[src/hdl/krt_pkg.sv]
`timescale 1ns / 1ps
`default_nettype none
// ----------------------------------------------------------------------------
// krt_pkg
// Shared types and constants of the record table with undo stack.
// ----------------------------------------------------------------------------
package krt_pkg;

   localparam int Capacity = 32;
   localparam int IdxW     = $clog2(Capacity);
   localparam int CntW     = $clog2(Capacity + 1);

   typedef enum logic [2:0] {
      FN_ADD     = 3'd0,
      FN_DELETE  = 3'd1,
      FN_UNDO    = 3'd2,
      FN_SORT    = 3'd3,
      FN_SEARCH  = 3'd4,
      FN_DISPLAY = 3'd5
   } func_type;

   typedef enum logic [2:0] {
      ST_OK        = 3'd0,
      ST_DUPLICATE = 3'd1,
      ST_NOT_FOUND = 3'd2,
      ST_FULL      = 3'd3,
      ST_UNDO_EMPTY = 3'd4,
      ST_BLOCKED   = 3'd5,
      ST_EMPTY     = 3'd6
   } status_type;

   localparam logic [1:0] KEY_GRADE = 2'd0;
   localparam logic [1:0] KEY_ID    = 2'd1;
   localparam logic [1:0] KEY_NAME  = 2'd2;

   typedef struct packed {
      logic [31:0] id;
      logic [63:0] name;
      logic [15:0] grade;
   } rec_type;

   typedef struct packed {
      logic [2:0]         func;
      logic signed [31:0] rec_id;
      logic [63:0]        rec_name;
      logic [15:0]        rec_grade;
      logic [1:0]         sort_key;
      logic               ascending;
   } req_type;

   typedef struct packed {
      logic [2:0]         status;
      logic               has_record;
      logic signed [31:0] out_id;
      logic [63:0]        out_name;
      logic [15:0]        out_grade;
      logic               last;
   } rsp_type;

   typedef enum logic [3:0] {
      S_IDLE,
      S_SCAN,
      S_SCAN_W,
      S_SHIFT,
      S_SHIFT_W,
      S_UNDO_RD,
      S_UNDO_W,
      S_SORT_RD,
      S_SORT_W,
      S_SORT_CMP,
      S_DISP,
      S_DISP_W,
      S_OUT
   } state_type;

endpackage
`default_nettype wire

[src/hdl/krt_ram.sv]
`timescale 1ns / 1ps
`default_nettype none
// ----------------------------------------------------------------------------
// krt_ram
// Single-port synchronous record memory with registered read.
// ----------------------------------------------------------------------------
module krt_ram
   import krt_pkg::*;
#(
   parameter int Depth = 32
) (
   input  wire logic                     clock,
   input  wire logic                     wr_en,
   input  wire logic [$clog2(Depth)-1:0] addr,
   input  wire rec_type                  wr_data,
   output rec_type                       rd_data
);

   rec_type mem [Depth];

   // write, and registered read that returns the old contents
   always_ff @(posedge clock) begin
      if (wr_en) begin
         mem[addr] <= wr_data;
      end
      rd_data <= mem[addr];
   end

endmodule
`default_nettype wire

[config.mk]
export PLATFORM = sky130hd
export DESIGN_NAME = krt_ram
export DESIGN_NICKNAME = d
export VERILOG_FILES = /design/src/hdl/krt_pkg.sv /design/src/hdl/krt_ram.sv
export SDC_FILE = /design/constraint.sdc
export NUM_CORES = 2
export LEC_CHECK = 0
export BUFFER_PORTS_ARGS = -buffer_cell sky130_fd_sc_hd__buf_2
export CAP_MARGIN = 5
export CELL_PAD_IN_SITES_DETAIL_PLACEMENT = 0
export CELL_PAD_IN_SITES_GLOBAL_PLACEMENT = 1
export CORE_UTILIZATION = 55
export CTS_CLUSTER_DIAMETER = 50
export CTS_CLUSTER_SIZE = 28
export DETAILED_ROUTE_END_ITERATION = 16
export PLACE_DENSITY_LB_ADDON = 0.12
export SYNTH_ARGS = -nofsm -noshare
export SYNTH_HDL_FRONTEND = slang
export SYNTH_SLANG_ARGS = --single-unit
[constraint.sdc]
create_clock -name clock -period 12.7 [get_ports clock]
set_input_delay 1.27 -clock clock [delete_from_list [all_inputs] [get_ports clock]]
set_output_delay 1.27 -clock clock [all_outputs]
set_load 0.01 [all_outputs]
==> results_dict.tcl <==
set metrics [dict create \
    status "finished clean" \
    antenna_left 0 \
    placed_cells 10504 \
    synth_cells 7187 \
    routed_wirelength_um 372400 \
    slew_headroom_pct 14.07 \
    setup_viol 0 \
    rsz0062_at_grt "false" \
    grt_max_degree 148 \
    cts_buffers 329 \
    ys_seq_area_share_pct 79.96 \
    yosys_warnings 0 \
    first_pass_iters 5 \
    synthSimpleGateAreaFrac_pct 1.592 \
    cp-startpoint "addr[1]" \
    worst_pin_slew_ps 1286 \
    hold_class "reg -> reg" \
    power.share.clock_pct 41.3 \
    ys_ff_latch 3696 \
    first_global_vias 68835 \
    gp_congestion 0.7601 \
    synth_fa_ha_area_share_pct 0 \
    p_leak_nw 53.36 \
    synth_edf_count 3584 \
    max-cap-violations 0 \
    power.switching_w 0.005544 \
    worstSetupPathType "in -> reg" \
    dr.first_iter.drc_count 8082 \
    synth_compound_area_share_pct 4.079 \
    fillerInstances 17398 \
    synth_top_flop_cell "edfxtp_1" \
    initial_utilization_pct 55.31 \
    final_hold_viol_count 0 \
    synth_xor_area_share_pct 0 \
    finalNonFillerCells 11113 \
    synth_cell_types 22 \
    grt_antenna_before_repair 42 \
    p_sw_share_pct 22.17 \
    timing.fmax_mhz 209.2 \
    crit_path_start_kind "input pin" \
    synth_fp_nets 7306 \
    final_net_count 7624 \
    wl_per_cell_um 33.51 \
    die_x_um 501.8 \
    cellInternalPower_w 0.01946 \
    synth_top_family_by_area "multiplexers" \
    critPathSlowestCell "buf_4" \
    htree_levels 5 \
    combPwrFrac_pct 4.2 \
    r2r_start "mem[27][27]$_DFFE_PP_" \
    dieArea_um2 251800 \
    drc 0 \
    ctsHoldBuffers 0 \
    worstPathRequired_ps 13530 \
    root_buffer "clkbuf_16" \
    cts_setup_buffers 0 \
    postCtsResizedCells 0 \
    min_period_ps 4780 \
    via_per_inst 6.454 \
    syn-cell-area_um2 137400 \
    p_per_area_nw_per_um2 162.3 \
    final.setup.tns_ps 0 \
    synth_mux_area_share_pct 13.05 \
    syn_avg_cell_area_um2 19.12 \
    port_buffers 230 \
    clkSlewWorstSetupHoldPaths_ps 70 \
    clock-sinks 3696 \
    chipHeight_um 501.8 \
    ir_drop_v 0.0001238 \
    syn2layout_area_growth_pct 12.12 \
    core_area_um2 248400 \
    max_stage_delay_ps 860 \
    vias 71726 \
    grt_usage_pct 29.42 \
    critPathArrivalTime_ps 5610 \
    overflow 0 \
    async_reset_ff_share_pct 0 \
    dp_hpwl_um 175500 \
    worstSkewPairLatency_ps 970 \
    crit_fanout 135 \
    path_cells "buf_12, buf_4, buf_4, buf_12, mux2i_1, o22ai_1, nor4_1, nand2_1" \
    cp-end-kind "flip-flop" \
    layout_commonest_cell "edfxtp_1" \
    layout_common_cells "edfxtp_1, mux2i_1, o22ai_1" \
    clk_path_buf_depth 4 \
    drive_gt1_share_pct 12.80 \
    finalMaxSlewViolations 0 \
    ioPinCount 231 \
    path_delay_family "buffers and inverters" \
    period_share_pct 37.64 \
    timing.hold.worst.start "mem[23][60]$_DFFE_PP_" \
    core.rowCount 183 \
    seq_power_share_pct 54.5 \
    grt_pass1_wl_um 518100 \
    tritoncts "built" \
    worstPathBufferInverterCount 4 \
    clock_skew_ps 31.87 \
]
per-layer routing:
layer | vias up | share of wire (%) | GRT usage (%)
met1 | 37885 | 41 | 42.08
met4 | 22 | 2.2 | 6.877
li1 | 30095 | - | -
met2 | 3184 | 49 | 47.80
met5 | - | 0.036 | 0
met3 | 540 | 8.2 | 4.528
through the flow:
step	worst slack, ps	area, um^2	util [%]	total power [W]	hold slack [ps]
finish	7920	154100	62.01	0.02500	631.8
CTS	8095	154000	61.99	0.02514	636.2
floorplan	2166	137400	-	0.01445	576.0
global route	7816	154000	62.00	0.02567	690.0
global placement	6967	142700	57.45	0.01492	616.5
detailed placement	7020	142700	57.45	0.01495	623.2
worst register-to-register path, stage by stage, from the launching register on:
cell and delay (ps):
edfxtp_1 370, mux2i_1 140, o22ai_1 110, nor4_1 630, nand2_1 300
cells in the mapped netlist (6+ instances only):
cell,instances,area [um^2]
clkbuf_1,184,690.7
edfxtp_1,3584,107600
nor4_1,224,1401
nor2_1,29,108.9
nand4bb_1,6,67.56
buf_4,13,97.59
buf_2,173,865.8
dfxtp_1,112,2242
nand2_1,114,427.9
buf_1,33,123.9
mux2i_1,1792,17940
o22ai_1,896,5605
kinds of logic (layout without fill, tap and decap cells):
family / after synthesis / in the layout
DFF: 3696 / 3696
muxes: 1792 / 1792
AOI/OAI and AO/OA: 896 / 896
buffers and inverters: 406 / 984
and+or+nand+nor: 397 / 397
other: 0 / 18
final timing paths:
kind | slack, ps | cells past startpoint | end
hold / removal | 630 | 4 | rd_data[60]$_DFF_P_
setup reg to reg | 10950 | 4 | rd_data[27]$_DFF_P_
hold reg to reg | 630 | 4 | rd_data[60]$_DFF_P_
setup / recovery | 7920 | 8 | rd_data[98]$_DFF_P_
registers in the layout, summed over array words and instances, names as in the netlist:
signal   cells
mem       3584
rd_data    112
power groups by stage:
stage | logic [W] | registers [W] | clock network [W]
finish | 0.00104 | 0.0136 | 0.0103
global route | 0.00111 | 0.0136 | 0.0109
CTS | 0.00104 | 0.0136 | 0.0105
detailed placement | 0.00104 | 0.0139 | 0
global placement | 0.00102 | 0.0139 | 0
floorplan | 0.000539 | 0.0139 | 0
layout make-up:
type / count / area [um^2] / area share [%]
antenna: 18 / 45.04 / 0.02924
timing repair buffer: 393 / 2628 / 1.706
clock buffer: 367 / 8563 / 5.558
clock inverter: 224 / 2714 / 1.762
multi-input combinational: 3085 / 26080 / 16.93
tap: 3330 / 4167 / 2.705
sequential: 3696 / 109900 / 71.31
Note: power is estimated with default switching activity, not from simulation.
